**config.mk**
```make
export PLATFORM = sky130hd
export DESIGN_NAME = utf8_validate_escape_core
export DESIGN_NICKNAME = d
export VERILOG_FILES = /design/src/design/utfv_pkg.sv /design/src/design/utfv_front.sv /design/src/design/utfv_queue.sv /design/src/design/utfv_back.sv /design/src/design/utf8_validate_escape_core.sv
export SDC_FILE = /design/constraint.sdc
export NUM_CORES = 1
export LEC_CHECK = 0
export BUFFER_PORTS_ARGS = -buffer_cell sky130_fd_sc_hd__buf_4
export CORE_MARGIN = 5
export CORE_UTILIZATION = 47
export CTS_CLUSTER_SIZE = 16
export DETAILED_ROUTE_END_ITERATION = 8
export SYNTH_ARGS = -nofsm -noshare
export SYNTH_HDL_FRONTEND = slang
export SYNTH_SLANG_ARGS = --single-unit
```
**constraint.sdc**
```tcl
create_clock -name clk -period 7.1 [get_ports clk]
set_input_delay 1.42 -clock clk [delete_from_list [all_inputs] [get_ports clk]]
set_output_delay 1.42 -clock clk [all_outputs]
set_load 0.01 [all_outputs]
```
**src/design/utfv_pkg.sv**
```systemverilog
package utfv_pkg;

    localparam int QDEPTH = 2;
    localparam int QAW    = (QDEPTH > 1) ? $clog2(QDEPTH) : 1;

    // one queued output run: up to four characters
    typedef struct packed {
        logic [3:0][7:0] chars;
        logic [1:0]      last_idx;
        logic            err;
    } job_t;

endpackage

```
**src/design/utfv_front.sv**
```systemverilog
module utfv_front (
    input  logic           clk,
    input  logic           rst_n,
    input  logic           s_tvalid,
    output logic           s_tready,
    input  logic [7:0]     s_tdata,
    input  logic           s_tlast,
    input  logic           q_full,
    output logic           q_push,
    output utfv_pkg::job_t q_job
);
    import utfv_pkg::*;

    localparam logic [7:0] CH_BSLASH = 8'h5c;
    localparam logic [7:0] CH_X      = 8'h78;

    logic [2:0]       seq_width_reg, seq_width_next;
    logic [1:0]       bytes_left_reg, bytes_left_next;
    logic [20:0]      code_point_reg, code_point_next;
    logic [2:0][7:0]  held_reg, held_next;
    logic             disc_reg, disc_next;

    function automatic logic [7:0] named_esc(input logic [20:0] c);
        logic [7:0] e;
        case (c)
            21'h5c:   e = 8'h5c;
            21'h00:   e = 8'h30;
            21'h08:   e = 8'h62;
            21'h0c:   e = 8'h66;
            21'h0a:   e = 8'h6e;
            21'h0d:   e = 8'h72;
            21'h09:   e = 8'h74;
            21'h07:   e = 8'h61;
            21'h0b:   e = 8'h76;
            21'h1b:   e = 8'h65;
            21'h85:   e = 8'h4e;
            21'ha0:   e = 8'h5f;
            21'h2028: e = 8'h4c;
            21'h2029: e = 8'h50;
            default:  e = 8'h00;
        endcase
        return e;
    endfunction

    function automatic logic [7:0] hex_char(input logic [3:0] v);
        logic [7:0] r;
        if (v < 4'd10)
        begin
            r = 8'h30 + {4'd0, v};
        end
        else
        begin
            r = 8'h57 + {4'd0, v};
        end
        return r;
    endfunction

    function automatic job_t make_point(input logic [20:0] c, input logic [2:0] w,
                                        input logic [7:0] cur,
                                        input logic [2:0][7:0] held);
        job_t       j;
        logic [7:0] e;
        e = named_esc(c);
        j.err = 1'b0;
        j.chars = '0;
        if (e != 8'h00)
        begin
            j.chars[0] = CH_BSLASH;
            j.chars[1] = e;
            j.last_idx = 2'd1;
        end
        else if ((c >= 21'h01 && c <= 21'h1f) || c == 21'h7f ||
                 (c >= 21'h80 && c <= 21'h9f))
        begin
            j.chars[0] = CH_BSLASH;
            j.chars[1] = CH_X;
            j.chars[2] = hex_char(c[7:4]);
            j.chars[3] = hex_char(c[3:0]);
            j.last_idx = 2'd3;
        end
        else
        begin
            case (w)
                3'd2:
                begin
                    j.chars[0] = held[0];
                    j.chars[1] = cur;
                end
                3'd3:
                begin
                    j.chars[0] = held[0];
                    j.chars[1] = held[1];
                    j.chars[2] = cur;
                end
                3'd4:
                begin
                    j.chars[0] = held[0];
                    j.chars[1] = held[1];
                    j.chars[2] = held[2];
                    j.chars[3] = cur;
                end
                default:
                begin
                    j.chars[0] = cur;
                end
            endcase
            j.last_idx = 2'(w - 3'd1);
        end
        return j;
    endfunction

    logic        acc;
    logic [2:0]  lead_w;
    logic [20:0] cp_cont;
    logic [2:0]  idx;
    logic [1:0]  bl_dec;
    logic        bad_point;
    job_t        err_job;

    assign s_tready = !q_full;
    assign acc      = s_tvalid && s_tready;

    always_comb
    begin
        if (s_tdata[7] == 1'b0)
        begin
            lead_w = 3'd1;
        end
        else if (s_tdata[7:5] == 3'b110)
        begin
            lead_w = 3'd2;
        end
        else if (s_tdata[7:4] == 4'b1110)
        begin
            lead_w = 3'd3;
        end
        else if (s_tdata[7:3] == 5'b11110)
        begin
            lead_w = 3'd4;
        end
        else
        begin
            lead_w = 3'd0;
        end
    end

    assign cp_cont = {code_point_reg[14:0], s_tdata[5:0]};
    assign idx     = seq_width_reg - {1'b0, bytes_left_reg};
    assign bl_dec  = bytes_left_reg - 2'd1;
    assign bad_point = (seq_width_reg == 3'd4 && cp_cont < 21'h10000) ||
                       (seq_width_reg == 3'd3 && cp_cont < 21'h800) ||
                       (seq_width_reg == 3'd2 && cp_cont < 21'h80) ||
                       (cp_cont >= 21'hd800 && cp_cont <= 21'hdfff) ||
                       (cp_cont >= 21'h110000);

    always_comb
    begin
        err_job          = '0;
        err_job.err      = 1'b1;
        err_job.last_idx = 2'd0;
    end

    always_comb
    begin
        seq_width_next  = seq_width_reg;
        bytes_left_next = bytes_left_reg;
        code_point_next = code_point_reg;
        held_next       = held_reg;
        disc_next       = disc_reg;
        q_push          = 1'b0;
        q_job           = err_job;
        if (acc)
        begin
            if (disc_reg)
            begin
                if (s_tlast)
                begin
                    disc_next       = 1'b0;
                    seq_width_next  = 3'd0;
                    bytes_left_next = 2'd0;
                    code_point_next = '0;
                end
            end
            else if (bytes_left_reg == 2'd0)
            begin
                if (lead_w == 3'd0)
                begin
                    q_push    = 1'b1;
                    disc_next = !s_tlast;
                    seq_width_next  = 3'd0;
                    code_point_next = '0;
                end
                else if (lead_w == 3'd1)
                begin
                    q_push = 1'b1;
                    q_job  = make_point({13'd0, s_tdata}, 3'd1, s_tdata, held_reg);
                    seq_width_next  = 3'd0;
                    code_point_next = '0;
                end
                else
                begin
                    held_next[0] = s_tdata;
                    if (s_tlast)
                    begin
                        q_push          = 1'b1;
                        seq_width_next  = 3'd0;
                        code_point_next = '0;
                    end
                    else
                    begin
                        seq_width_next  = lead_w;
                        bytes_left_next = 2'(lead_w - 3'd1);
                        code_point_next = {13'd0, s_tdata & (8'hff >> lead_w)};
                    end
                end
            end
            else if (s_tdata[7:6] != 2'b10)
            begin
                q_push          = 1'b1;
                disc_next       = !s_tlast;
                seq_width_next  = 3'd0;
                bytes_left_next = 2'd0;
                code_point_next = '0;
            end
            else
            begin
                if (idx < 3'd3)
                begin
                    held_next[idx[1:0]] = s_tdata;
                end
                if (bl_dec != 2'd0)
                begin
                    if (s_tlast)
                    begin
                        q_push          = 1'b1;
                        seq_width_next  = 3'd0;
                        bytes_left_next = 2'd0;
                        code_point_next = '0;
                    end
                    else
                    begin
                        bytes_left_next = bl_dec;
                        code_point_next = cp_cont;
                    end
                end
                else
                begin
                    q_push          = 1'b1;
                    seq_width_next  = 3'd0;
                    bytes_left_next = 2'd0;
                    code_point_next = '0;
                    if (bad_point)
                    begin
                        disc_next = !s_tlast;
                    end
                    else
                    begin
                        q_job = make_point(cp_cont, seq_width_reg, s_tdata, held_reg);
                    end
                end
            end
        end
    end

    always_ff @(posedge clk or negedge rst_n)
    begin
        if (!rst_n)
        begin
            seq_width_reg  <= '0;
            bytes_left_reg <= '0;
            code_point_reg <= '0;
            disc_reg       <= 1'b0;
        end
        else
        begin
            seq_width_reg  <= seq_width_next;
            bytes_left_reg <= bytes_left_next;
            code_point_reg <= code_point_next;
            disc_reg       <= disc_next;
        end
    end

    always_ff @(posedge clk)
    begin
        held_reg <= held_next;
    end

endmodule

```
**src/design/utfv_queue.sv**
```systemverilog
module utfv_queue (
    input  logic           clk,
    input  logic           rst_n,
    input  logic           push,
    input  utfv_pkg::job_t push_job,
    output logic           full,
    input  logic           pop,
    output logic           avail,
    output utfv_pkg::job_t pop_job
);
    import utfv_pkg::*;

    job_t           q_reg [QDEPTH];
    logic [QAW-1:0] wr_ptr_reg, wr_ptr_next;
    logic [QAW-1:0] rd_ptr_reg, rd_ptr_next;
    logic [QAW:0]   cnt_reg, cnt_next;
    logic           do_push, do_pop;

    assign full    = (cnt_reg == (QAW + 1)'(QDEPTH));
    assign avail   = (cnt_reg != '0);
    assign pop_job = q_reg[rd_ptr_reg];
    assign do_push = push && !full;
    assign do_pop  = pop && avail;

    always_comb
    begin
        wr_ptr_next = wr_ptr_reg;
        rd_ptr_next = rd_ptr_reg;
        cnt_next    = cnt_reg;
        if (do_push)
        begin
            wr_ptr_next = (wr_ptr_reg == QAW'(QDEPTH - 1)) ? '0 : wr_ptr_reg + 1'b1;
        end
        if (do_pop)
        begin
            rd_ptr_next = (rd_ptr_reg == QAW'(QDEPTH - 1)) ? '0 : rd_ptr_reg + 1'b1;
        end
        if (do_push && !do_pop)
        begin
            cnt_next = cnt_reg + 1'b1;
        end
        else if (do_pop && !do_push)
        begin
            cnt_next = cnt_reg - 1'b1;
        end
    end

    always_ff @(posedge clk or negedge rst_n)
    begin
        if (!rst_n)
        begin
            wr_ptr_reg <= '0;
            rd_ptr_reg <= '0;
            cnt_reg    <= '0;
        end
        else
        begin
            wr_ptr_reg <= wr_ptr_next;
            rd_ptr_reg <= rd_ptr_next;
            cnt_reg    <= cnt_next;
        end
    end

    always_ff @(posedge clk)
    begin
        if (do_push)
        begin
            q_reg[wr_ptr_reg] <= push_job;
        end
    end

endmodule

```
**src/design/utfv_back.sv**
```systemverilog
module utfv_back (
    input  logic           clk,
    input  logic           rst_n,
    input  logic           q_avail,
    input  utfv_pkg::job_t q_job,
    output logic           q_pop,
    output logic           m_tvalid,
    input  logic           m_tready,
    output logic [7:0]     m_tdata,
    output logic           m_tlast,
    output logic           m_tuser
);
    import utfv_pkg::*;

    job_t       job_reg;
    logic       busy_reg, busy_next;
    logic [1:0] idx_reg, idx_next;
    logic       take, done, load;

    assign m_tvalid = busy_reg;
    assign m_tdata  = job_reg.chars[idx_reg];
    assign m_tuser  = job_reg.err;
    assign m_tlast  = (idx_reg == job_reg.last_idx);

    assign take  = busy_reg && m_tready;
    assign done  = take && m_tlast;
    assign load  = q_avail && (!busy_reg || done);
    assign q_pop = load;

    always_comb
    begin
        busy_next = busy_reg;
        idx_next  = idx_reg;
        if (load)
        begin
            busy_next = 1'b1;
            idx_next  = '0;
        end
        else if (done)
        begin
            busy_next = 1'b0;
            idx_next  = '0;
        end
        else if (take)
        begin
            idx_next = idx_reg + 2'd1;
        end
    end

    always_ff @(posedge clk or negedge rst_n)
    begin
        if (!rst_n)
        begin
            busy_reg <= 1'b0;
            idx_reg  <= '0;
        end
        else
        begin
            busy_reg <= busy_next;
            idx_reg  <= idx_next;
        end
    end

    always_ff @(posedge clk)
    begin
        if (load)
        begin
            job_reg <= q_job;
        end
    end

endmodule

```
**src/design/utf8_validate_escape_core.sv**
```systemverilog
// path: the first result of a byte that completes a code point or an error is held in
//   a queue entry and then in the back-end job register before it can transfer
// throughput: one input byte per cycle while s_tready is high, one result per cycle while m_tready
//   is high; an escape of two or four results holds the back end and the two-entry queue back-pressures
// reset: rst_n (async, active low) drops any open sequence and discard state,
//   empties the queue and clears m_tvalid
module utf8_validate_escape_core (
    input  logic       clk,
    input  logic       rst_n,
    input  logic       s_tvalid,
    output logic       s_tready,
    input  logic [7:0] s_tdata,   // byte_in[7:0]
    input  logic       s_tlast,   // end_of_string
    output logic       m_tvalid,
    input  logic       m_tready,
    output logic [7:0] m_tdata,   // char_out[7:0]
    output logic       m_tlast,   // run_last
    output logic       m_tuser    // bad_input
);
    import utfv_pkg::*;

    logic q_full, q_push, q_pop, q_avail;
    job_t push_job, pop_job;

    utfv_front u_front (
        .clk      (clk),
        .rst_n    (rst_n),
        .s_tvalid (s_tvalid),
        .s_tready (s_tready),
        .s_tdata  (s_tdata),
        .s_tlast  (s_tlast),
        .q_full   (q_full),
        .q_push   (q_push),
        .q_job    (push_job)
    );

    utfv_queue u_queue (
        .clk      (clk),
        .rst_n    (rst_n),
        .push     (q_push),
        .push_job (push_job),
        .full     (q_full),
        .pop      (q_pop),
        .avail    (q_avail),
        .pop_job  (pop_job)
    );

    utfv_back u_back (
        .clk      (clk),
        .rst_n    (rst_n),
        .q_avail  (q_avail),
        .q_job    (pop_job),
        .q_pop    (q_pop),
        .m_tvalid (m_tvalid),
        .m_tready (m_tready),
        .m_tdata  (m_tdata),
        .m_tlast  (m_tlast),
        .m_tuser  (m_tuser)
    );

endmodule

```
After elaboration in Yosys (flattened, before gate mapping)
Memory sizes are Yosys's and may differ from the RTL's. A register that Yosys moved wholly into a read port is not among the register bits.
Cells that the tools add are included.
{"block": "totals", "memories": 1, "regBits": 52, "ramBits": 70, "output_inout_bits": 12, "elab_cells": 247}
{"block": "op_classes", "magnitude_cmp": 21, "mux": 101, "reduce_logical": 49, "eq_ne": 43, "shift": 1, "bitwise_logic": 4, "add_sub_neg": 15}
{"name": "u_queue.q_reg", "depth": 2, "word_bits": 35, "read_ports": 1, "rd_ports_with_merged_regs": 1, "write_ports": 1, "line_no": "utfv_queue.sv:13", "text": "job_t q_reg [QDEPTH];"}
{"cell": "35-bit two-way mux", "n": 8}
{"cell": "8-bit two-way mux", "n": 25}
{"cell": "21-bit by 4-bit == test with 1-bit output (second input constant)", "n": 6}
{"cell": "15-bit two-way mux", "n": 7}
{"cell": "7-bit case mux with 14 select lines", "n": 1}
{"cell": "7-bit case mux with 12 select lines", "n": 1}
{"cell": "8-bit by 4-bit == test with 1-bit output (second input constant)", "n": 6}
{"cell": "21-bit by 14-bit == test with 1-bit output (second input constant)", "n": 2}
{"cell": "21-bit by 7-bit == test with 1-bit output (second input constant)", "n": 2}
{"cell": "21-bit by 8-bit == test with 1-bit output (second input constant)", "n": 2}
{"cell": "18-bit two-way mux", "n": 2}
{"cell": "3-bit two-way mux", "n": 12}
{"cell": "34-bit two-way mux", "n": 1}
{"cell": "16-bit two-way mux", "n": 2}
{"cell": "8-bit case mux with 2 select lines", "n": 2}
{"cell": "2-bit two-way mux", "n": 14}
{"cell": "7-bit by 4-bit adder with 8-bit output (first input constant)", "n": 3}
{"cell": "24-bit bitwise mux", "n": 1}
{"cell": "24-bit two-way mux", "n": 1}
{"cell": "6-bit by 4-bit adder with 7-bit output (first input constant)", "n": 3}
{"cell": "21-bit by 3-bit == test with 1-bit output (second input constant)", "n": 1}
{"cell": "21-bit by 5-bit == test with 1-bit output (second input constant)", "n": 1}
{"cell": "21-bit by 1-bit >= comparator with 1-bit output (second input constant)", "n": 1}
{"cell": "21-bit by 16-bit >= comparator with 1-bit output (second input constant)", "n": 1}
{"cell": "56 further kinds", "n": 129}

Longest topological paths before layout
Gate-level depths: netlist (run 1).
{"block": "depth", "depth_word": 20, "ltp_mapped": 14, "mapped_depth_nobuf": 13}

Cells and area by module
Synthesis (run 1) repeated with hierarchy kept, for this count alone.
{"block": "unflattened", "cells_unflattened": 682, "area_unflattened_um2": 8446.9}
{"mod": "utfv_front", "seq_area_each_um2": 1246.2, "area_each_um2": 4106.4, "n_inst": 1, "cells_each": 489}
{"mod": "utfv_queue", "seq_area_each_um2": 2202.1, "area_each_um2": 2876.5, "n_inst": 1, "cells_each": 128}
{"mod": "utfv_back", "seq_area_each_um2": 1126.1, "area_each_um2": 1463.9, "n_inst": 1, "cells_each": 65}

Worst setup path before layout (run 1)
No wires, ideal clock.
{"block": "synth_timing", "kind": "in2reg", "startpoint": "in s_tdata[4]", "endpoint": "mem u_queue.q_reg[0][0] (netlist bit) (enable)", "path_slack_ps": 2310, "cell_stages": 10, "t_arrival_ps": 4363, "cell_sequence": "buf_2 > inv_1 > ha_1 > nand2b_1 > nand3_1 > ha_1 > nand2_1 > a31oi_1 > o21ai_1 > nor2_1"}
{"block": "synth_between", "elab_chain_len": 14}
{"element": "from (decl)", "line_no": "utf8_validate_escape_core.sv:12", "text": "input logic [7:0] s_tdata,"}
{"element": "5-bit == test", "line_no": "utfv_front.sv:137", "text": "else if (s_tdata[7:3] == 5'b11110)"}
{"element": "3-bit two-way mux", "line_no": "utfv_front.sv:137"}
{"element": "3-bit two-way mux *", "line_no": "utfv_front.sv:133", "text": "else if (s_tdata[7:4] == 4'b1110)"}
{"element": "3-bit two-way mux *", "line_no": "utfv_front.sv:129", "text": "else if (s_tdata[7:5] == 3'b110)"}
{"element": "3-bit two-way mux *", "line_no": "utfv_front.sv:125", "text": "if (s_tdata[7] == 1'b0)"}
{"element": "3-bit by 1-bit == test with 1-bit output", "line_no": "utfv_front.sv:193", "text": "else if (lead_w == 3'd1)"}
{"element": "1-bit two-way mux", "line_no": "utfv_front.sv:193"}
{"element": "1-bit two-way mux *", "line_no": "utfv_front.sv:186", "text": "if (lead_w == 3'd0)"}
{"element": "1-bit two-way mux *", "line_no": "utfv_front.sv:184", "text": "else if (bytes_left_reg == 2'd0)"}
{"element": "1-bit two-way mux *", "line_no": "utfv_front.sv:174", "text": "if (disc_reg)"}
{"element": "1-bit two-way mux *", "line_no": "utfv_front.sv:172", "text": "if (acc)"}
{"element": "1-bit logical AND *", "line_no": "utfv_queue.sv:22", "text": "assign do_push = push && !full;"}
{"element": "1-bit two-way mux *", "line_no": "utfv_queue.sv:66", "text": "if (do_push)"}
{"element": "1-bit two-way mux (implied by the code) *", "line_no": "utfv_queue.sv:68", "text": "q_reg[wr_ptr_reg] <= push_job;"}
{"element": "to (decl)", "line_no": "utfv_queue.sv:13"}
Mark *: on every way between the ends. The rest lies on a longest branch, timed or not.

==> implementation parameters, run 1 <==
Parameter                              Value

Outcome
  Status    complete, no violations

Final layout
  Layout net count    720
  Share of layout cells above drive strength 1    17.9%
  Final instance count without filler cells    924
  Max reg flops    70
  Area growth syn-to-layout    11.5%
  ANT cells    0

Drt
  Antenna violation net count after detailed routing    0
  Detailed Routing Iterations Pass 1    7
  Final routed wire length divided by cell count    23.5 um
  Wire length on met2    10.6 mm
  Met3 WL post-DR    1.12 mm
  Highest routed metal layer    met4
  Number of vias after detailed routing    5793
  Via density per instance    6.27
  Drc violations    0
  Total wire length after detailed routing    21.7 mm
  Drt first-iter violations    552
  WL met1    9.36 mm

Power
  Standby leakage power    3.24 nW
  Pwr/cell area    375 mW/mm^2
  VDD IR-drop max    0.169 mV

Timing
  PnR worst setup slack    2450 ps
  Final Hold Vio Count    0
  Summed negative setup slack over all endpoints    0 ps
  Final Max Slew Viols    0
  Post-route fraction of the period consumed by the critical path    65.6%
  Shortest clock period the worst path allows after layout    4650 ps
  Worst Tran Pin Value    1110 ps
  Max-slew headroom    25.7%
  Setup violation total in the final timing report    0
  Setup clock skew after layout    17.8 ps
  Maximum clock frequency    215 MHz
  Setup repair after global routing missed its margin    no

Die
  Floorplan die area    0.0200 sq mm
  Chip height    141 um
  Starting density of the core    47.5%
  Core region area    0.0171 sq mm
  I/O pin total    25
  Site Rows    48
  Overall die width    141 um

CTS
  Clk slew on worst S/H paths    70 ps
  Hold-fix buffers at CTS    0
  Clock Root Buffer    sky130_fd_sc_hd__clkbuf_16
  Latest clock arrival within the worst-skew pair    430 ps
  Cells resized by post-CTS repair    0
  CTS tree    done
  Setup repair bufs after CTS    0
  Level count of the clock H-tree    4
  CTS Sinks    157
  Maximum count of clock buffers along a single path    2
  Inserted Clock Buffers    17

Synthesis
  Leading area contributor after synthesis    sky130_fd_sc_hd__edfxtp_1
  Combined area of all synthesized cells    0.00812 sq mm
  Synthesized netlist cell count    677
  Post-synthesis area per instance    12.0 sq um
  Sequential cell area fraction in the yosys report    56.3%
  Net count of the mapped netlist    711
  Number of storage elements in the synthesis netlist    157
  Post-synth EDFFs    129
  Unique masters post-synth    75
  Largest cells by area after synthesis    sky130_fd_sc_hd__edfxtp_1 (48%), sky130_fd_sc_hd__dfrtp_1 (8.6%), sky130_fd_sc_hd__mux2_2 (5.0%)
  Primary flip-flop cell chosen by synthesis mapping    sky130_fd_sc_hd__edfxtp_1
  Total of warnings raised by yosys    0
  Yosys top cell area share    47.7%
  Share of synthesized flip-flops with an asynchronous set or reset    17.8%

Placement
  Port buffer count    24
  Weighted congestion at the end of routability-driven global placement    1.05
  Setup Slack @ Placement    2090 ps
  Number of placed instances with taps included    892
  Detailed placer's ending HPWL    15.4 mm

GRT
  Global router's overall resource usage    22.2%
  Initial antenna violation count    0
  Maximum number of pins on one net before global-route repair    37
  Global-route wire length before repair    34.2 mm
  GR Overflow Total    0
  Number of global-route vias before repair    5835

Critical path
  Cell with the largest stage delay on the worst path    sky130_fd_sc_hd__nor4_4
  Capturing point of the worst reg2reg path    u_queue.q_reg[0][25]$_DFFE_PP_
  Worst path top cell family by delay    simple AND/OR/NAND/NOR gates
  Cells on worst reg2reg path    9
  Data arrival time at the worst-slack endpoint    4770 ps
  Required time worst endpoint    7210 ps
  Crit path max fanout    23
  Reg-to-reg critical path startpoint    u_front.seq_width_reg[0]$_DFFE_PN0P_
  Critical path, cell by cell    buf_4, inv_1, ha_1, and4_1, or4_1, o211a_1, o21a_1, nor4_4, a22o_1, a221oi_1
  Largest stage delay, worst path    650 ps
  Sum of buffers and inverters on the critical path    2
  Critical path class    input port to flop
  Kind of end point of the critical path    flop
  Worst Setup Start Kind    input port
  R2R setup slack    3530 ps

Run
  Number of violations of the max-capacitance limit    0

Worst hold path
  Type of the tightest min-delay check    flop to flop
  Startpoint of the tightest hold check path    u_front.code_point_reg[11]$_DFFE_PN0P_
  Hold endpoint    u_front.code_point_reg[11]$_DFFE_PN0P_
  Cell depth of the worst hold path    1
## how the worst max path moves through the flow
stage / from / endpoint / slack [ps] / cells after the start
floorplan: s_tdata[4] / u_queue.q_reg[0][0]$_DFFE_PP_ / 2310 / 10
CTS: s_tdata[5] / u_queue.q_reg[1][7]$_DFFE_PP_ / 2530 / 10
finish: s_tdata[5] / u_queue.q_reg[1][7]$_DFFE_PP_ / 2450 / 10
global route: s_tdata[5] / u_queue.q_reg[0][7]$_DFFE_PP_ / 2350 / 10
detailed placement: s_tdata[5] / u_queue.q_reg[0][7]$_DFFE_PP_ / 2090 / 10
global placement: s_tdata[5] / u_queue.q_reg[0][7]$_DFFE_PP_ / 2080 / 10
## layout by cell type, fill, tap and decap left out, drive strengths merged, types with 13 or more instances in the layout
master  instances
buf            32
nand2          45
a21oi          26
ha             20
nand3          15
mux2           36
nor2           57
edfxtp        129
clkbuf         17
a31oi          13
nor3           20
inv            31
o21ai          32
dfrtp          28
a22o           16
## routing by layer
layer  track usage, %  vias to the layer above
met1             29.9                     2898
met5                0                        -
li1                 -                     2635
met2             36.5                      209
met4             8.13                        0
met3             3.77                       51
## final cells by class
cell class | instances | area, sq um
inverters | 23 | 86.3
clock inverters | 15 | 153
multi-input cells | 455 | 3300
fillers | 1498 | 8060
well taps | 225 | 282
repair buffers | 32 | 240
clock buffers | 17 | 425
flip-flops and latches | 157 | 4570
## synthesized netlist by cell type (3+ instances only)
cell type / n
sky130_fd_sc_hd__mux4_2: 8
sky130_fd_sc_hd__nor3_1: 19
sky130_fd_sc_hd__o21ai_0: 27
sky130_fd_sc_hd__o211ai_1: 4
sky130_fd_sc_hd__xnor2_1: 4
sky130_fd_sc_hd__o41ai_1: 3
sky130_fd_sc_hd__dfrtp_1: 28
sky130_fd_sc_hd__a21oi_1: 26
sky130_fd_sc_hd__nor4_1: 5
sky130_fd_sc_hd__o22a_1: 5
sky130_fd_sc_hd__a22o_1: 16
sky130_fd_sc_hd__nand3_1: 15
sky130_fd_sc_hd__inv_1: 23
sky130_fd_sc_hd__nand4_1: 12
sky130_fd_sc_hd__or2_2: 3
sky130_fd_sc_hd__mux2_2: 36
sky130_fd_sc_hd__a211o_1: 3
sky130_fd_sc_hd__clkbuf_1: 33
sky130_fd_sc_hd__a221o_1: 4
sky130_fd_sc_hd__o21ai_1: 4
sky130_fd_sc_hd__nand2_1: 44
sky130_fd_sc_hd__a31oi_1: 13
sky130_fd_sc_hd__or4_1: 4
sky130_fd_sc_hd__a221oi_1: 11
sky130_fd_sc_hd__and2_1: 6
sky130_fd_sc_hd__and3_1: 5
sky130_fd_sc_hd__o32ai_1: 3
sky130_fd_sc_hd__edfxtp_1: 129
sky130_fd_sc_hd__nor2_1: 57
sky130_fd_sc_hd__xor2_1: 5
sky130_fd_sc_hd__a22oi_1: 9
sky130_fd_sc_hd__mux2i_1: 5
sky130_fd_sc_hd__ha_1: 20
sky130_fd_sc_hd__nor2b_1: 6
sky130_fd_sc_hd__buf_2: 7
sky130_fd_sc_hd__o31ai_1: 3
sky130_fd_sc_hd__or3_1: 7
sky130_fd_sc_hd__a32o_1: 3
sky130_fd_sc_hd__a211oi_1: 5
sky130_fd_sc_hd__nand2b_1: 12
## per-stage QoR
step / power (mW) / utilization, % / area (sq um) / hold slack (ps)
CTS: 3.42 / 52.9 / 9060 / 516
global route: 3.56 / 52.9 / 9060 / 546
detailed placement: 2.53 / 49.6 / 8480 / 496
floorplan: 2.14 / - / 8120 / 460
finish: 3.40 / 52.9 / 9060 / 519
global placement: 2.52 / 49.6 / 8480 / 494
## worst reg2reg max path, delay by kind of cell, from the launching register on
kind / cells / cell delay (ps)
buffers and inverters: 1 / 120
DFF: 1 / 470
adders and majority gates: 1 / 220
and+or+nand+nor: 3 / 1050
AOI/OAI and AO/OA: 4 / 1470
## report_power, final
part | internal (mW) | leakage, nW | switching [mW]
logic | 0.440 | 1.40 | 0.692
clock network | 0.496 | 0.282 | 0.396
registers | 1.25 | 1.56 | 0.124
total | 2.19 | 3.24 | 1.21
## cell families (layout without fill, tap and decap cells)
kind of cell,Yosys count,count (layout),synth area share [%]
multiplexers,49,49,7.83
adder cells (fa/ha/maj),21,21,3.33
AO/OA/AOI/OAI,159,159,13.9
buffers and inverters,65,87,3.16
flip-flops,157,157,56.3
AND/OR/NAND/NOR,217,217,14.5
XOR/XNOR,9,9,0.970
No activity file was read; power rests on OpenSTA's default activity.
==> run 2, diff against run 1 <==
==> constraint.sdc (replaced) <==
create_clock -name clk -period 4.7 [get_ports clk]
set_input_delay 0.94 -clock clk [delete_from_list [all_inputs] [get_ports clk]]
set_output_delay 0.94 -clock clk [all_outputs]
set_load 0.01 [all_outputs]
==> run 2 against run 1 <==
  * Core utilization is 0.73 points higher
  * Wire length down 2.3%
  * Clock power increased by 67%
  * Critical path type unchanged
==> implementation parameters, run 2 (synthesis gave the netlist of run 1 again) <==
Parameter                              Value

Timing
  Tightest hold margin    429 ps (-89.9 ps)
  Maximum clock frequency    258 MHz
  Max-slew headroom    22.2% (-3.5 points)
  Setup violation total in the final timing report    0 (unchanged)
  Post-route fraction of the period consumed by the critical path    82.3%
  Shortest clock period the worst path allows after layout    3870 ps
  Setup repair after global routing missed its margin    no
  Final Max Slew Viols    0 (unchanged)
  Setup clock skew after layout    7.99 ps (-9.78 ps)
  Final Hold Vio Count    0 (unchanged)
  Summed negative setup slack over all endpoints    0 ps (unchanged)
  Worst Tran Pin Value    1160 ps (+52.7 ps)

CTS
  Level count of the clock H-tree    4 (unchanged)
  CTS Sinks    157 (unchanged)
  Latest clock arrival within the worst-skew pair    430 ps (about the same)
  Cells resized by post-CTS repair    0 (unchanged)
  CTS tree    done
  Hold-fix buffers at CTS    0 (unchanged)
  Inserted Clock Buffers    17 (unchanged)
  Setup repair bufs after CTS    0 (unchanged)
  Maximum count of clock buffers along a single path    2 (unchanged)
  Clk slew on worst S/H paths    60 ps (about the same)
  Clock Root Buffer    sky130_fd_sc_hd__clkbuf_16

Die
  Core region area    0.0171 sq mm (unchanged)
  Starting density of the core    47.5% (unchanged)
  I/O pin total    25 (unchanged)
  Site Rows    48 (unchanged)
  Chip height    141 um (unchanged)
  Floorplan die area    0.0200 sq mm (unchanged)
  Overall die width    141 um (unchanged)

Drt
  Antenna violation net count after detailed routing    0 (unchanged)
  Detailed Routing Iterations Pass 1    5 (-2)
  Total wire length after detailed routing    21.2 mm (-2.3%)
  Via density per instance    6.27 (about the same)
  Drc violations    0 (unchanged)
  Final routed wire length divided by cell count    22.7 um (-3.2%)
  Number of vias after detailed routing    5847 (+0.93%)
  Drt first-iter violations    531 (-3.8%)

GRT
  Number of global-route vias before repair    5688 (-2.5%)
  Initial antenna violation count    0 (unchanged)
  Global router's overall resource usage    21.7% (-0.58 points)
  Global-route wire length before repair    33.1 mm (-3.2%)
  Maximum number of pins on one net before global-route repair    37 (unchanged)
  GR Overflow Total    0 (unchanged)

Final layout
  Utilization after layout    53.7% (+0.73 points)
  Max reg flops    70 (unchanged)
  Share of layout cells above drive strength 1    18.4% (+0.50 points)
  Area growth syn-to-layout    13.1%
  Layout net count    728 (+1.1%)
  Leading cell types in the layout, fill and taps excluded    sky130_fd_sc_hd__edfxtp_1 (129), sky130_fd_sc_hd__nor2_1 (56), sky130_fd_sc_hd__nand2_1 (44)
  ANT cells    0 (unchanged)
  Final instance count without filler cells    932 (+0.87%)
  Leading cell type in the layout, fill and taps excluded    sky130_fd_sc_hd__edfxtp_1

Critical path
  Critical path, cell by cell    buf_4, inv_1, ha_1, and4_1, or4_1, o211a_1, o21a_1, nor4_4, a22o_1, a221oi_1
  Largest stage delay, worst path    560 ps (-90 ps)
  Worst Setup Start Kind    input port
  Data arrival time at the worst-slack endpoint    4010 ps (-760 ps)
  Sum of buffers and inverters on the critical path    2 (unchanged)
  Worst path top cell family by delay    simple AND/OR/NAND/NOR gates
  Crit path max fanout    23 (unchanged)
  Kind of end point of the critical path    flop
  Critical path class    input port to flop
  Required time worst endpoint    4840 ps (-2370 ps)
  Cell with the largest stage delay on the worst path    sky130_fd_sc_hd__nor4_4
  R2R setup slack    1540 ps (-1990 ps)

Placement
  Port buffer count    24 (unchanged)
  Detailed placer's ending HPWL    14.8 mm (-3.6%)
  Number of placed instances with taps included    900 (+0.90%)
  Weighted congestion at the end of routability-driven global placement    0.960 (-8.3%)

Power
  Pwr/cell area    574 mW/mm^2 (+53%)
  Standby leakage power    3.31 nW (+2.0%)
  VDD IR-drop max    0.289 mV (+71%)

Worst hold path
  Type of the tightest min-delay check    input port to async pin

Outcome
  Status    complete, no violations

Run
  Number of violations of the max-capacitance limit    0 (unchanged)
run 2: cell types whose count changed in the layout (fill, tap and decap cells not counted), sizes merged:
cell      change
buf           +8
bufinv        +4
clkbuf        +2
clkinvlp      -1
inv           -5
run 2: through the flow:
step	area [sq um]	power [mW]	worst slack [ps]
5_1_grt	9190	5.52	694
3_3_place_gp	8540	3.77	597
4_1_cts	9190	5.29	914
2_1_floorplan	8120	3.24	390
6_report	9190	5.27	831
3_5_place_dp	8540	3.80	483
run 2: layer usage:
layer  routed length (um)  global-route usage (%)  part of all wire, %  vias to the layer above
li1                     -                       -                    -                     2667
met1                 8970                    29.2                   42                     2880
met2                10400                    35.1                   49                      245
met3                 1160                    4.11                  5.5                       55
met4                  679                    8.03                  3.2                        0
met5                    0                       0                    0                        -
run 2: power by group:
group	switching, mW	total (mW)	internal [mW]
logic	1.02	1.70	0.675
registers	0.192	2.08	1.89
clock network	0.545	1.49	0.946
total	1.76	5.27	3.51
run 2: worst paths after layout:
check | from | depth (start not counted) | endpoint
worst max register to register | u_front.seq_width_reg[0]$_DFFE_PN0P_ | 8 | u_queue.q_reg[1][1]$_DFFE_PP_
min in group clk | u_front.code_point_reg[11]$_DFFE_PN0P_ | 1 | u_front.code_point_reg[11]$_DFFE_PN0P_
worst min-delay path | rst_n | 1 | u_front.code_point_reg[12]$_DFFE_PN0P_
worst min register to register | u_front.code_point_reg[11]$_DFFE_PN0P_ | 1 | u_front.code_point_reg[11]$_DFFE_PN0P_
max in group asynchronous | rst_n | 1 | u_back.m_tvalid$_DFFE_PN0P_
worst max-delay path | s_tdata[5] | 10 | u_queue.q_reg[0][5]$_DFFE_PP_
run 2: final cells by class:
type | instances | area [sq um]
Inverter | 23 | 86.3
Tap cell | 225 | 282
Timing Repair Buffer | 40 | 300
Sequential cell | 157 | 4570
Clock buffer | 19 | 433
Fill cell | 1440 | 7930
Multi-Input combinational cell | 455 | 3300
Clock inverter | 13 | 210
==> run 3, diff against run 2 <==
--- a/config.mk
+++ b/config.mk
@@ -5,6 +5,7 @@
 export SDC_FILE = /design/constraint.sdc
 export NUM_CORES = 1
 export LEC_CHECK = 0
+export ABC_AREA = 1
 export BUFFER_PORTS_ARGS = -buffer_cell sky130_fd_sc_hd__buf_4
 export CORE_MARGIN = 5
 export CORE_UTILIZATION = 47
==> constraint.sdc (replaced) <==
create_clock -name clk -period 3.9 [get_ports clk]
set_input_delay 0.78 -clock clk [delete_from_list [all_inputs] [get_ports clk]]
set_output_delay 0.78 -clock clk [all_outputs]
set_load 0.01 [all_outputs]
==> run 3 against run 2 <==
  * Final area rose by 8.7%
  * Register-to-register slack got worse by 290 ps
  * Via count rose by 22%
  * Largest cell class unchanged
==> implementation parameters, run 3 <==
Parameter                              Value

Synthesis
  Unique masters post-synth    49 (-35%)
  Combined area of all synthesized cells    0.00894 sq mm (+10%)
  Net count of the mapped netlist    1054 (+48%)
  Share of synthesized flip-flops with an asynchronous set or reset    17.8% (unchanged)
  Synthesized-area fraction occupied by and/or/nand/nor cells    28.3% (+14 points)
  Post-synthesis area per instance    8.77 sq um (-27%)
  Dominant combinational cell family by area after synthesis    simple AND/OR/NAND/NOR gates
  Number of storage elements in the synthesis netlist    157 (unchanged)
  Post-synthesis xor/xnor area fraction    0.882% (-0.089 points)
  Complex-gate fraction of the synthesized area    10.6% (-3.4 points)
  Most frequent cell after synthesis    sky130_fd_sc_hd__nand2_1
  Synthesized netlist cell count    1020 (+51%)
  Post-synth EDFFs    129 (unchanged)
  Leading area contributor after synthesis    sky130_fd_sc_hd__edfxtp_1
  Sequential cell area fraction in the yosys report    51.2% (-5.2 points)
  Total of warnings raised by yosys    0 (unchanged)
  Most numerous cell types in the synthesized netlist    sky130_fd_sc_hd__nand2_1 (292), sky130_fd_sc_hd__edfxtp_1 (129), sky130_fd_sc_hd__nor2_1 (107)
  Yosys top cell area share    43.3% (-4.4 points)
  Adder and majority gate portion of the synthesized area    3.02% (-0.30 points)
  Primary flip-flop cell chosen by synthesis mapping    sky130_fd_sc_hd__edfxtp_1
  Multiplexer area fraction after synthesis    0% (-7.8 points)
  Largest cells by area after synthesis    sky130_fd_sc_hd__edfxtp_1 (43%), sky130_fd_sc_hd__nand2_1 (12%), sky130_fd_sc_hd__dfrtp_1 (7.8%)

Timing
  Max-slew headroom    32.7% (+11 points)
  Post-route fraction of the period consumed by the critical path    83.0%
  Shortest clock period the worst path allows after layout    3240 ps
  Final Hold Vio Count    0 (unchanged)
  Worst Tran Pin Value    1010 ps (-152 ps)
  Setup clock skew after layout    10.5 ps (+2.51 ps)
  Maximum clock frequency    309 MHz
  Tightest hold margin    278 ps (-151 ps)
  Setup repair after global routing missed its margin    no
  Final Max Slew Viols    0 (unchanged)
  Setup violation total in the final timing report    0 (unchanged)

Placement
  Port buffer count    24 (unchanged)
  Weighted congestion at the end of routability-driven global placement    0.929 (-3.2%)
  Detailed placer's ending HPWL    17.6 mm (+19%)
  Cell Area, Placed    0.00938 sq mm (+9.8%)
  Number of placed instances with taps included    1262 (+40%)

Final layout
  ANT cells    0 (unchanged)
  Utilization after layout    53.4% (-0.29 points)
  Final instance count without filler cells    1294 (+39%)
  Fill cell instance count of the final layout    1746 (+21%)
  Area growth syn-to-layout    11.7%
  Share of layout cells above drive strength 1    14.3% (-4.0 points)
  Multi-input gate area in the final layout    0.00384 sq mm (+17%)
  Leading cell types in the layout, fill and taps excluded    sky130_fd_sc_hd__nand2_1 (292), sky130_fd_sc_hd__edfxtp_1 (129), sky130_fd_sc_hd__nor2_1 (105)
  Layout net count    1081 (+48%)
  Sequential cell area    0.00457 sq mm (unchanged)
  Leading cell type in the layout, fill and taps excluded    sky130_fd_sc_hd__nand2_1
  Final design instance area without fill    0.00998 sq mm (+8.7%)
  Max reg flops    70 (unchanged)

Drt
  Antenna violation net count after detailed routing    0 (unchanged)
  Drt first-iter violations    659 (+24%)
  Via density per instance    5.52 (-12%)
  Final routed wire length divided by cell count    18.8 um (-17%)
  Detailed Routing Iterations Pass 1    5 (unchanged)
  Number of vias after detailed routing    7149 (+22%)
  Total wire length after detailed routing    24.3 mm (+15%)
  Drc violations    0 (unchanged)

Critical path
  Required time worst endpoint    3940 ps (-900 ps)
  R2R setup slack    1250 ps (-290 ps)
  Data arrival time at the worst-slack endpoint    3280 ps (-730 ps)
  Critical path class    input port to flop
  Worst setup path endpoint    u_queue.q_reg[1][2]$_DFFE_PP_
  Worst Setup Start Kind    input port
  Capturing point of the worst reg2reg path    u_queue.q_reg[1][2]$_DFFE_PP_
  Cells on worst reg2reg path    8 (unchanged)
  Kind of end point of the critical path    flop
  Crit path max fanout    35 (+52%)
  Beginning of the critical path    s_tdata[4]
  Reg-to-reg critical path startpoint    u_front.bytes_left_reg[0]$_DFFE_PN0P_

GRT
  Initial antenna violation count    0 (unchanged)
  GR Overflow Total    0 (unchanged)
  Global router's overall resource usage    22.2% (+0.58 points)
  Number of global-route vias before repair    6693 (+18%)
  Global-route wire length before repair    37.6 mm (+14%)
  Maximum number of pins on one net before global-route repair    38 (+2.7%)

CTS
  CTS Sinks    157 (unchanged)
  Clock Root Buffer    sky130_fd_sc_hd__clkbuf_16
  Latest clock arrival within the worst-skew pair    420 ps (about the same)
  Maximum count of clock buffers along a single path    2 (unchanged)
  Clk slew on worst S/H paths    70 ps (about the same)
  Level count of the clock H-tree    4 (unchanged)
  Cells resized by post-CTS repair    0 (unchanged)
  CTS tree    done
  Hold-fix buffers at CTS    0 (unchanged)
  Setup repair bufs after CTS    0 (unchanged)
  Inserted Clock Buffers    17 (unchanged)

Die
  Chip height    148 um (+4.6%)
  I/O pin total    25 (unchanged)
  Floorplan die area    0.0219 sq mm (+9.3%)
  Site Rows    50 (+4.2%)
  Core region area    0.0187 sq mm (+9.3%)
  Starting density of the core    47.8% (+0.34 points)
  Overall die width    148 um (+4.6%)

Outcome
  Status    complete, no violations

Power
  Power, Total    6.77 mW (+28%)
  Standby leakage power    4.19 nW (+27%)
  Pwr/cell area    678 mW/mm^2 (+18%)
  VDD IR-drop max    0.386 mV (+34%)

Worst hold path
  Type of the tightest min-delay check    input port to async pin

Run
  Number of violations of the max-capacitance limit    0 (unchanged)
==> run 3: cell count changes in the layout (fill, tap and decap cells not counted), moves of 14 or more <==
cell	before	now
sky130_fd_sc_hd__nand3_1	15	64
sky130_fd_sc_hd__nand2_1	44	292
sky130_fd_sc_hd__a22o_1	16	0
sky130_fd_sc_hd__nor2_1	56	105
sky130_fd_sc_hd__inv_1	23	77
sky130_fd_sc_hd__a21oi_1	26	46
sky130_fd_sc_hd__mux2_2	36	0
sky130_fd_sc_hd__nor2_2	0	14
sky130_fd_sc_hd__o21ai_0	27	52
sky130_fd_sc_hd__inv_2	0	19
==> run 3: worst max-delay path: stages <==
cell and delay (ps):
sky130_fd_sc_hd__buf_4 90, sky130_fd_sc_hd__clkinv_1 80, sky130_fd_sc_hd__ha_1 320, sky130_fd_sc_hd__nor2_4 170, sky130_fd_sc_hd__nor2_1 70, sky130_fd_sc_hd__inv_1 130, sky130_fd_sc_hd__ha_1 190, sky130_fd_sc_hd__nand2_1 90
sky130_fd_sc_hd__nand2_1 100, sky130_fd_sc_hd__inv_2 60, sky130_fd_sc_hd__nand3_1 60, sky130_fd_sc_hd__nand3_1 260, sky130_fd_sc_hd__nor2_4 860
==> run 3: per-stage QoR <==
step / TNS, ps / setup slack, ps
3_3_place_gp: 0 / 253
5_1_grt: 0 / 379
2_1_floorplan: -14910 / -213
3_5_place_dp: 0 / 194
6_report: 0 / 661
4_1_cts: 0 / 643
==> run 3: cells by family (layout without fill, tap and decap cells) <==
family / after synthesis / in the layout
fa+ha+maj: 21 / 21
simple gates: 544 / 544
compound gates: 157 / 157
buf+inv: 132 / 172
flops: 157 / 157
xor+xnor: 9 / 9
==> run 3: how the worst min path moves through the flow <==
| stage | from | end |
|---|---|---|
| after floorplan | u_front.code_point_reg[12]$_DFFE_PN0P_ | u_front.code_point_reg[12]$_DFFE_PN0P_ |
| after global placement | u_front.code_point_reg[12]$_DFFE_PN0P_ | u_front.code_point_reg[12]$_DFFE_PN0P_ |
| after detailed placement | u_front.code_point_reg[12]$_DFFE_PN0P_ | u_front.code_point_reg[12]$_DFFE_PN0P_ |
| after CTS | rst_n | u_front.code_point_reg[8]$_DFFE_PN0P_ |
| after global routing | rst_n | u_front.code_point_reg[8]$_DFFE_PN0P_ |
| final | rst_n | u_front.code_point_reg[8]$_DFFE_PN0P_ |
==> run 3: report_power, final <==
part           switching (mW)  internal [mW]  leakage, nW  total, mW
logic                    1.79          0.773         2.33       2.56
registers               0.173           2.35         1.56       2.52
clock network           0.767          0.919        0.294       1.69
==> run 3: layout make-up <==
class,instances,area share [%]
clock inverters,15,1.75
well taps,234,2.93
multi-input cells,731,38.5
flip-flops and latches,157,45.8
clock buffers,17,4.26
repair buffers,38,2.86
inverters,102,3.86
==> run 3: layer usage <==
layer / wire [um] / up-vias / global-route usage (%)
met3: 1380 / 36 / 3.77
met2: 11600 / 238 / 37.0
met5: 0 / - / 0
li1: - / 3512 / -
met4: 467 / 0 / 6.51
met1: 10900 / 3363 / 30.1
